### config.mk
export PLATFORM = sky130hd
export DESIGN_NAME = sha256_byte_stream_hash_core
export DESIGN_NICKNAME = d
export VERILOG_FILES = /design/src/rtl/s256_pkg.sv /design/src/rtl/sha256_byte_stream_hash_core.sv /design/src/rtl/s256_fifo.sv /design/src/rtl/s256_engine.sv
export SDC_FILE = /design/constraint.sdc
export NUM_CORES = 2
export LEC_CHECK = 0
export BUFFER_PORTS_ARGS = -buffer_cell sky130_fd_sc_hd__buf_2
export CORE_UTILIZATION = 41
export DETAILED_ROUTE_END_ITERATION = 12
export PLACE_DENSITY = 0.63
export SLEW_MARGIN = 30
export SYNTH_ARGS = -nofsm -noshare
export SYNTH_HDL_FRONTEND = slang
export SYNTH_SLANG_ARGS = --single-unit
export TNS_END_PERCENT = 100
### constraint.sdc
create_clock -name i_clk -period 28.2 [get_ports i_clk]
set_input_delay 4.23 -clock i_clk [delete_from_list [all_inputs] [get_ports i_clk]]
set_output_delay 4.23 -clock i_clk [all_outputs]
set_load 0.05 [all_outputs]
### src/rtl/s256_pkg.sv
package s256_pkg;

    localparam int unsigned RoundCount = 64;

    typedef logic [31:0] t_word;

    typedef struct packed {
        logic       action;
        logic [7:0] data_byte;
    } t_req;

    localparam t_word RoundK [RoundCount] = '{
        32'h428a2f98, 32'h71374491, 32'hb5c0fbcf, 32'he9b5dba5,
        32'h3956c25b, 32'h59f111f1, 32'h923f82a4, 32'hab1c5ed5,
        32'hd807aa98, 32'h12835b01, 32'h243185be, 32'h550c7dc3,
        32'h72be5d74, 32'h80deb1fe, 32'h9bdc06a7, 32'hc19bf174,
        32'he49b69c1, 32'hefbe4786, 32'h0fc19dc6, 32'h240ca1cc,
        32'h2de92c6f, 32'h4a7484aa, 32'h5cb0a9dc, 32'h76f988da,
        32'h983e5152, 32'ha831c66d, 32'hb00327c8, 32'hbf597fc7,
        32'hc6e00bf3, 32'hd5a79147, 32'h06ca6351, 32'h14292967,
        32'h27b70a85, 32'h2e1b2138, 32'h4d2c6dfc, 32'h53380d13,
        32'h650a7354, 32'h766a0abb, 32'h81c2c92e, 32'h92722c85,
        32'ha2bfe8a1, 32'ha81a664b, 32'hc24b8b70, 32'hc76c51a3,
        32'hd192e819, 32'hd6990624, 32'hf40e3585, 32'h106aa070,
        32'h19a4c116, 32'h1e376c08, 32'h2748774c, 32'h34b0bcb5,
        32'h391c0cb3, 32'h4ed8aa4a, 32'h5b9cca4f, 32'h682e6ff3,
        32'h748f82ee, 32'h78a5636f, 32'h84c87814, 32'h8cc70208,
        32'h90befffa, 32'ha4506ceb, 32'hbef9a3f7, 32'hc67178f2
    };

    localparam t_word InitHash [8] = '{
        32'h6a09e667, 32'hbb67ae85, 32'h3c6ef372, 32'ha54ff53a,
        32'h510e527f, 32'h9b05688c, 32'h1f83d9ab, 32'h5be0cd19
    };

    localparam logic [7:0] PadByte = 8'h80;
    localparam logic [5:0] LenStart = 6'd56;

    localparam logic ActAbsorb = 1'b0;
    localparam logic ActFinish = 1'b1;

    function automatic t_word ror(input t_word x, input int unsigned r);
        ror = (x >> r) | (x << (32 - r));
    endfunction

endpackage

### src/rtl/sha256_byte_stream_hash_core.sv
// sha-256 byte stream hasher
// input channel: i_valid/o_ready with i_action and i_data_byte; absorb
// requests carry one message byte, a finish request pads the message and
// produces the digest
// output channel: o_valid/i_ready with o_digest_word, o_word_index and
// o_last_word; eight words per finish, word 0 first
// a four-entry request queue sits in front of the engine, so requests are
// taken while the engine compresses or while digest words wait
// an absorb stores one byte; every 64th byte starts the 64 rounds of the
// single round unit and the final hash add
// a finish writes the pad byte, zero padding and the length, then runs the
// rounds; a second block follows when more than 55 bytes were buffered,
// and the digest words follow, each held until it is accepted
// reset loads the initial hash value and clears both counters and the queue
// a stalled receiver holds the current digest word; the queue then fills
// and o_ready falls
module sha256_byte_stream_hash_core (
    input  logic        i_clk,
    input  logic        i_rst_n,
    input  logic        i_valid,
    output logic        o_ready,
    input  logic        i_action,
    input  logic [7:0]  i_data_byte,
    output logic        o_valid,
    input  logic        i_ready,
    output logic [31:0] o_digest_word,
    output logic [2:0]  o_word_index,
    output logic        o_last_word
);
    import s256_pkg::*;

    t_req w_in, w_q;
    logic w_qv, w_qr;

    assign w_in.action    = i_action;
    assign w_in.data_byte = i_data_byte;

    s256_fifo u_fifo (
        .i_clk, .i_rst_n,
        .i_valid (i_valid), .o_ready (o_ready), .i_req (w_in),
        .o_valid (w_qv), .i_ready (w_qr), .o_req (w_q)
    );

    s256_engine u_engine (
        .i_clk, .i_rst_n,
        .i_valid (w_qv), .o_ready (w_qr), .i_req (w_q),
        .o_valid, .i_ready, .o_digest_word, .o_word_index, .o_last_word
    );

endmodule

### src/rtl/s256_fifo.sv
module s256_fifo (
    input  logic            i_clk,
    input  logic            i_rst_n,
    input  logic            i_valid,
    output logic            o_ready,
    input  s256_pkg::t_req  i_req,
    output logic            o_valid,
    input  logic            i_ready,
    output s256_pkg::t_req  o_req
);
    import s256_pkg::*;

    t_req       r_mem [4];
    logic [1:0] r_wp, r_rp;
    logic [2:0] r_cnt;
    logic       w_push, w_pop;

    assign o_ready = (r_cnt != 3'd4);
    assign o_valid = (r_cnt != 3'd0);
    assign o_req   = r_mem[r_rp];
    assign w_push  = i_valid && o_ready;
    assign w_pop   = o_valid && i_ready;

    always_ff @(posedge i_clk) begin
        if (w_push) begin
            r_mem[r_wp] <= i_req;
        end
        if (!i_rst_n) begin
            r_wp  <= '0;
            r_rp  <= '0;
            r_cnt <= '0;
        end else begin
            if (w_push) r_wp <= r_wp + 2'd1;
            if (w_pop)  r_rp <= r_rp + 2'd1;
            r_cnt <= r_cnt + {2'b0, w_push} - {2'b0, w_pop};
        end
    end

    a_cnt_range: assert property (@(posedge i_clk) disable iff (!i_rst_n)
        r_cnt <= 3'd4) else $error("queue count overflow");
    a_full_no_push: assert property (@(posedge i_clk) disable iff (!i_rst_n)
        (r_cnt == 3'd4 && !w_pop) |=> r_cnt == 3'd4) else $error("queue lost entry");
    a_empty_valid: assert property (@(posedge i_clk) disable iff (!i_rst_n)
        (r_cnt == 3'd0) |-> !o_valid) else $error("valid while empty");

endmodule

### src/rtl/s256_engine.sv
module s256_engine (
    input  logic            i_clk,
    input  logic            i_rst_n,
    input  logic            i_valid,
    output logic            o_ready,
    input  s256_pkg::t_req  i_req,
    output logic            o_valid,
    input  logic            i_ready,
    output logic [31:0]     o_digest_word,
    output logic [2:0]      o_word_index,
    output logic            o_last_word
);
    import s256_pkg::*;

    typedef enum logic [5:0] {
        S_IDLE  = 6'b000001,
        S_PADZ  = 6'b000010,
        S_LEN   = 6'b000100,
        S_ROUND = 6'b001000,
        S_ADD   = 6'b010000,
        S_OUT   = 6'b100000
    } t_state;

    t_state      r_state, n_state;
    t_word       r_h [8];
    t_word       r_v [8];
    t_word       r_w [16];
    logic [5:0]  r_cnt;
    logic [63:0] r_bits;
    logic [5:0]  r_rnd;
    logic        r_fin;
    logic        r_two;
    logic [2:0]  r_oidx;

    t_word w_wt, w_s0, w_s1, w_t1, w_t2, w_new;
    t_word w_e, w_a;
    logic  w_take;

    assign o_ready = (r_state == S_IDLE);
    assign w_take  = i_valid && o_ready;
    assign o_valid = (r_state == S_OUT);
    assign o_digest_word = r_h[r_oidx];
    assign o_word_index  = r_oidx;
    assign o_last_word   = (r_oidx == 3'd7);

    assign w_s0  = ror(r_w[1], 7) ^ ror(r_w[1], 18) ^ (r_w[1] >> 3);
    assign w_s1  = ror(r_w[14], 17) ^ ror(r_w[14], 19) ^ (r_w[14] >> 10);
    assign w_new = w_s1 + r_w[9] + w_s0 + r_w[0];
    assign w_wt  = r_w[0];
    assign w_e   = r_v[4];
    assign w_a   = r_v[0];
    assign w_t1  = r_v[7] + (ror(w_e, 6) ^ ror(w_e, 11) ^ ror(w_e, 25))
                 + ((w_e & r_v[5]) ^ (~w_e & r_v[6])) + RoundK[r_rnd] + w_wt;
    assign w_t2  = (ror(w_a, 2) ^ ror(w_a, 13) ^ ror(w_a, 22))
                 + ((w_a & r_v[1]) ^ (w_a & r_v[2]) ^ (r_v[1] & r_v[2]));

    always_comb begin
        n_state = r_state;
        unique case (r_state)
            S_IDLE: begin
                if (w_take) begin
                    if (i_req.action == ActFinish) begin
                        if (r_cnt == 6'd63)      n_state = S_ROUND;
                        else if (r_cnt == 6'd55) n_state = S_LEN;
                        else                     n_state = S_PADZ;
                    end else if (r_cnt == 6'd63) begin
                        n_state = S_ROUND;
                    end
                end
            end
            S_PADZ: begin
                if (r_cnt == 6'd63)         n_state = S_ROUND;
                else if (r_cnt == 6'd55 && !r_two) n_state = S_LEN;
            end
            S_LEN:   if (r_cnt == 6'd63) n_state = S_ROUND;
            S_ROUND: if (r_rnd == 6'd63) n_state = S_ADD;
            S_ADD: begin
                if (!r_fin)     n_state = S_IDLE;
                else if (r_two) n_state = S_PADZ;
                else            n_state = S_OUT;
            end
            S_OUT:   if (i_ready && r_oidx == 3'd7) n_state = S_IDLE;
            default: n_state = S_IDLE;
        endcase
    end

    always_ff @(posedge i_clk) begin
        if (!i_rst_n) begin
            r_state <= S_IDLE;
            r_cnt   <= '0;
            r_bits  <= '0;
            r_rnd   <= '0;
            r_fin   <= 1'b0;
            r_two   <= 1'b0;
            r_oidx  <= '0;
            for (int i = 0; i < 8; i++) r_h[i] <= InitHash[i];
        end else begin
            r_state <= n_state;
            unique case (r_state)
                S_IDLE: begin
                    if (w_take) begin
                        if (i_req.action == ActAbsorb) begin
                            r_w[r_cnt[5:2]] <= {r_w[r_cnt[5:2]][23:0], i_req.data_byte};
                            r_bits <= r_bits + 64'd8;
                            r_cnt  <= r_cnt + 6'd1;
                            r_fin  <= 1'b0;
                        end else begin
                            r_w[r_cnt[5:2]] <= {r_w[r_cnt[5:2]][23:0], PadByte};
                            r_cnt <= r_cnt + 6'd1;
                            r_fin <= 1'b1;
                            r_two <= (r_cnt > 6'd55);
                        end
                        for (int i = 0; i < 8; i++) r_v[i] <= r_h[i];
                        r_rnd <= '0;
                    end
                end
                S_PADZ: begin
                    r_w[r_cnt[5:2]] <= {r_w[r_cnt[5:2]][23:0], 8'h00};
                    r_cnt <= r_cnt + 6'd1;
                    if (r_cnt == 6'd63) r_two <= 1'b1;
                end
                S_LEN: begin
                    r_w[r_cnt[5:2]] <= {r_w[r_cnt[5:2]][23:0],
                        r_bits[(7 - (r_cnt - LenStart)) * 8 +: 8]};
                    r_cnt <= r_cnt + 6'd1;
                end
                S_ROUND: begin
                    r_v[7] <= r_v[6];
                    r_v[6] <= r_v[5];
                    r_v[5] <= r_v[4];
                    r_v[4] <= r_v[3] + w_t1;
                    r_v[3] <= r_v[2];
                    r_v[2] <= r_v[1];
                    r_v[1] <= r_v[0];
                    r_v[0] <= w_t1 + w_t2;
                    for (int i = 0; i < 15; i++) r_w[i] <= r_w[i+1];
                    r_w[15] <= w_new;
                    r_rnd <= r_rnd + 6'd1;
                end
                S_ADD: begin
                    for (int i = 0; i < 8; i++) begin
                        r_h[i] <= r_h[i] + r_v[i];
                        r_v[i] <= r_h[i] + r_v[i];
                    end
                    r_rnd  <= '0;
                    r_oidx <= '0;
                    if (r_fin && r_two) r_two <= 1'b0;
                end
                S_OUT: begin
                    if (i_ready) begin
                        r_oidx <= r_oidx + 3'd1;
                        if (r_oidx == 3'd7) begin
                            for (int i = 0; i < 8; i++) r_h[i] <= InitHash[i];
                            r_cnt  <= '0;
                            r_bits <= '0;
                            r_fin  <= 1'b0;
                        end
                    end
                end
                default: ;
            endcase
        end
    end

    a_out_hold: assert property (@(posedge i_clk) disable iff (!i_rst_n)
        (o_valid && !i_ready) |=> (o_valid && $stable(r_oidx)))
        else $error("digest word dropped");
    a_round_cnt: assert property (@(posedge i_clk) disable iff (!i_rst_n)
        (r_state == S_ADD) |-> (r_cnt == 6'd0)) else $error("block not full");
    a_out_clear: assert property (@(posedge i_clk) disable iff (!i_rst_n)
        (o_valid && i_ready && o_last_word) |=> (r_cnt == 6'd0 && r_bits == 64'd0))
        else $error("counters not cleared");

endmodule
Word-level counts from Yosys, hierarchy flattened. Memory sizes are Yosys's and may differ from the RTL's. A register that Yosys moved wholly into a read port is not among the register bits. Index checks and enable logic that the tools add are counted.

Register bits after elaboration: 94. RAM bits: 1060. Memory bits (read-only): 2048. Input port bits: 13. Output and inout bits: 38. Memories kept: 5.

Add/subtract/negate cells: 28. Magnitude comparators: 2. Eq/ne operators: 21. Shift-type cells: 1. Multiplexer cells: 114. Bitwise operators: 63. Reductions and logical operators: 21.

Memory list: (no name shown) (words 64, bits a word 32, read ports 1, clocked after memory_dff 0, write ports 0, RTL line s256_engine.sv:53) `+ ((w_e & r_v[5]) ^ (~w_e & r_v[6])) + RoundK[r_rnd] + w_wt;`; u_engine.r_w (words 16, bits a word 32, read ports 17, clocked after memory_dff 1, write ports 16, RTL line s256_engine.sv:27) `t_word r_w [16];`; u_engine.r_h (words 8, bits a word 32, read ports 9, clocked after memory_dff 1, write ports 8, RTL line s256_engine.sv:25) `t_word r_h [8];`; u_engine.r_v (words 8, bits a word 32, read ports 8, clocked after memory_dff 0, write ports 8, RTL line s256_engine.sv:26) `t_word r_v [8];`; u_fifo.r_mem (words 4, bits a word 9, read ports 1, clocked after memory_dff 1, write ports 1, RTL line s256_fifo.sv:13) `t_req r_mem [4];`.

Operators with widths (count): 32-bit two-way mux (38); 32-bit adder (18); 32-bit XOR (9); 64-bit two-way mux (4); 32-bit bitwise AND (5); 64-bit case mux with 2 select lines (1); 6-bit two-way mux (13); 64-bit by 4-bit adder with 64-bit output, second input constant (1); 64-bit by 33-bit variable part select with 8-bit output (1); 1-bit two-way mux (42); 6-bit case mux with 3 select lines (2); 6-bit case mux with 6 select lines (1); 1-bit bitwise OR (35); 32-bit inverter (1); 10-bit by 32-bit bitwise OR with 32-bit output (1); 13-bit by 32-bit bitwise OR with 32-bit output (1); 14-bit by 32-bit bitwise OR with 32-bit output (1); 15-bit by 32-bit bitwise OR with 32-bit output (1); 19-bit by 32-bit bitwise OR with 32-bit output (1); 21-bit by 32-bit bitwise OR with 32-bit output (1); 25-bit by 32-bit bitwise OR with 32-bit output (1); 26-bit by 32-bit bitwise OR with 32-bit output (1); 30-bit by 32-bit bitwise OR with 32-bit output (1); 7-bit by 32-bit bitwise OR with 32-bit output (1); 38 further kinds (69).

Logic depth before layout (Yosys ltp). An unclocked memory read counts as a cell.

Depth after elaboration: 11. Depth in mapped cells: 41. Gate-level depth less buffers: 40.

Modules after synthesis. A second synthesis with hierarchy kept.

Cells, all modules: 7646. Area, all modules: 79622.6 um^2.

By module, submodules not included: s256_engine (instances 1, cells an instance 7550, area each 77835.9 um^2, sequential area each 31290.0 um^2); s256_fifo (instances 1, cells an instance 96, area each 1786.7 um^2, sequential area each 1261.2 um^2).

Worst setup path before layout. No wires, ideal clock.

Path type: in2reg. From: input port i_rst_n. To: memory u_engine.r_v[0][0] (netlist name) (enable). Library setup time: 1.319 ns. Data arrival time: 8.304 ns. Setup slack: 18.577 ns. Stages: 7. Buffers on the path: 5. Cell sequence: clkbuf_1 > nand2_1 > clkbuf_1 > clkbuf_1 > clkbuf_1 > buf_1 > nand2_1.

RTL lines: start: declaration (RTL line sha256_byte_stream_hash_core.sv:19) `input logic i_rst_n,`; end: declaration (RTL line s256_engine.sv:26).

==> results.yml <==
outcome:
  status: "completed"
yosys:
  synth-seq-cells: 1160
  avgSynthCellArea_sq_um: 10.31
  syn_nets: 8371
  yosysSeqAreaShare_pct: 40.72
  ys_warn_count: 0
  synth_edf_count: 932
  syn-cell-area_sq_um: 79940
  ys.flop_type: "edfxtp_1"
  synthCells: 7757
  yosysUniqueCellTypes: 90
  synthArstFlopShare_pct: 0
cts:
  ctsRootBufferMaster: "clkbuf_16"
  htreeDepth: 4
  cts_tree: "done"
  clkLatencyLatePin_ps: 830
  cts_buffer_depth: 3
  cts_made_buffers: 137
  clock_sinks: 1160
  hold_buffers: 0
  post-cts-setup-buffers: 0
  clk_pin_slew_ps: 60
  cts_resized: 0
layout:
  final_cell_mix: "edfxtp_1 (932), nand2_1 (822), a21o_1 (643)"
  layout.nets: 8181
  layout-drive-gt1-share_pct: 8.919
  filler_cell_count: 17846
  final_common_cell: "edfxtp_1"
  final_area_sq_um: 87290
  area_delta_synth_final_pct: 9.189
placement:
  post-place-ws_ps: 17310
  placedInstanceArea_sq_um: 82630
  dp_hpwl_mm: 191.9
  io_buffers: 50
  gp_congestion: 0.9771
grt:
  antenna_found_initial: 15
  grt_pass1_vias: 59866
  met3_usage_pct: 4.815
  grt_overflow: 0
  grt_max_degree: 217
  grt_pass1_wl_mm: 394.6
  use_met1_pct: 37.59
  busiest_layer: "met2"
  grt.total_usage_pct: 26.57
  use_met2_pct: 40.37
routing:
  firstDrtPassIters: 8
  drcViolationCount: 0
  avgRoutedWirePerCell_um: 26.22
  drt_iter0_markers: 7136
  via_per_inst: 6.154
  wl_mm: 267.7
  vias: 62824
  antenna_left: 0
floorplanning:
  ioPinCount: 51
  die_area_sq_um: 196700
  dieHeight_um: 443.6
  core_sq_um: 193200
  die_x_um: 443.6
  initial_utilization_pct: 41.38
  rows: 161
critical_path:
  cp.required_ps: 28830
  end_kind: "flop"
  arrival_ps: 11760
  cp_max_fo: 22
  startpoint_type: "flop"
  cp_slowest_cell: "dfxtp_1"
  crit_top_cell: "fa_1"
  crit_path_max_incr_delay_ps: 900
  r2r-end: "u_engine.r_v[0][31]$_DFFE_PP_"
  worst_r2r_path_depth: 36
  rr_startpoint: "u_engine.r_rnd[1]$_SDFFE_PN0P_"
  crit_type: "flop to flop"
  worst-r2r-setup-slack_ps: 17070
timing:
  fin_ws_ps: 17070
  setup_violations: 0
  slew_violations: 0
  period_minus_slack_ps: 11130
  final.setup_skew_ps: 48.49
  rsz0062_at_grt: "no"
  fin_setup_tns_ps: 0
  max_freq_ghz: 0.08984
  layout_worst_path_cycle_share_pct: 39.47
  tightest_slew_ps: 1137
  slew-limit-headroom_pct: 23.66
  hold_viol: 0
hold_path:
  min_from: "u_engine.r_h[5][21]$_SDFFE_PP0P_"
  hold_end: "u_engine.r_h[5][21]$_SDFFE_PP0P_"
  hold_depth: 2
  hold_path.class: "flop to flop"
job:
  cap_violations: 0
-- per-stage QoR --
| step | hold WS (ps) | utilization, % | instances |
|---|---|---|---|
| 4_1_cts | 487.9 | 45.13 | 10203 |
| 5_1_grt | 501.6 | 45.18 | 10206 |
| 6_report | 494.7 | 45.18 | 10209 |
| 3_5_place_dp | 479.1 | 42.77 | 9951 |
| 2_1_floorplan | 449.1 | - | 7757 |
| 3_3_place_gp | 464.8 | 42.74 | 9950 |
-- final cells by class --
type	instances	area, sq um	share of cell area [%]
Multi-Input combinational cell	5785	44630	51.14
Antenna cell	3	7.507	0.008601
Tap cell	2526	3161	3.621
Inverter	334	1256	1.439
Timing Repair Buffer	149	1102	1.263
Clock inverter	74	923.4	1.058
Clock buffer	178	3623	4.151
Sequential cell	1160	32580	37.32
-- per-layer routing --
layer | vias up | routed length (um)
met3 | 452 | 24020
met1 | 31526 | 114500
met2 | 2893 | 118400
li1 | 27951 | -
met5 | - | 8
met4 | 2 | 10730
-- cells in the mapped netlist (all sizes together), types with 95 or more instances --
master / count / area (sq um)
a21o: 643 / 4827
a21oi: 496 / 2482
a31oi: 145 / 907.1
clkbuf: 414 / 1554
dfxtp: 228 / 4564
edfxtp: 932 / 27990
fa: 196 / 3924
ha: 405 / 5067
inv: 332 / 1246
mux2i: 103 / 1031
mux4: 213 / 4797
nand2: 827 / 3112
nand3: 143 / 728.2
nor2: 521 / 1972
nor3: 95 / 475.5
o21ai: 373 / 1867
xnor2: 419 / 3670
xor2: 208 / 1822
-- worst max-delay path, delay by kind of cell, from the launching register on --
| family | cells | cell delay, ps |
|---|---|---|
| xor+xnor | 3 | 580 |
| buf+inv | 3 | 830 |
| fa+ha+maj | 8 | 3490 |
| flops | 1 | 900 |
| compound gates | 16 | 4140 |
| simple gates | 6 | 990 |
-- flip-flops by register name, summed over array words and instances (netlist names), named ones only --
| name | cells |
|---|---|
| u_fifo.r_cnt | 3 |
| u_engine.r_bits | 61 |
| u_engine.r_rnd | 6 |
| u_engine.r_fin | 1 |
| u_engine.o_word_index | 3 |
| u_fifo.r_mem | 36 |
| u_engine.r_cnt | 6 |
| u_engine.r_two | 1 |
| u_engine.r_v | 256 |
| u_fifo.r_rp | 2 |
| u_engine.r_h | 256 |
| u_fifo.r_wp | 2 |
| u_engine.r_state | 6 |
| u_engine.r_w | 512 |
-- cells by family (layout without fill, tap and decap cells) --
logic type	Yosys count	in the layout	synth area share [%]
fa+ha+maj	627	627	11.57
buf+inv	812	735	3.850
compound gates	2188	2188	17.97
mux	357	357	7.868
simple gates	1986	1986	11.15
xor+xnor	627	627	6.870
flops	1160	1160	40.72
other cells	0	3	0
-- worst max-delay path by stage --
stage / endpoint / from / slack (ps)
finish: u_engine.r_v[0][31]$_DFFE_PP_ / u_engine.r_rnd[1]$_SDFFE_PN0P_ / 17070
global route: u_engine.r_v[0][31]$_DFFE_PP_ / u_engine.r_rnd[1]$_SDFFE_PN0P_ / 16500
CTS: u_engine.r_v[0][31]$_DFFE_PP_ / u_engine.r_rnd[1]$_SDFFE_PN0P_ / 17250
detailed placement: u_engine.r_v[0][31]$_DFFE_PP_ / u_engine.r_rnd[1]$_SDFFE_PN0P_ / 17310
global placement: u_engine.r_v[0][31]$_DFFE_PP_ / u_engine.r_rnd[1]$_SDFFE_PN0P_ / 17400
floorplan: u_engine.r_v[0][0]$_DFFE_PP_ / i_rst_n / 18580
Power is not shown: default switching activity piles up to over one toggle a cycle in this logic, so the estimate is an artifact.
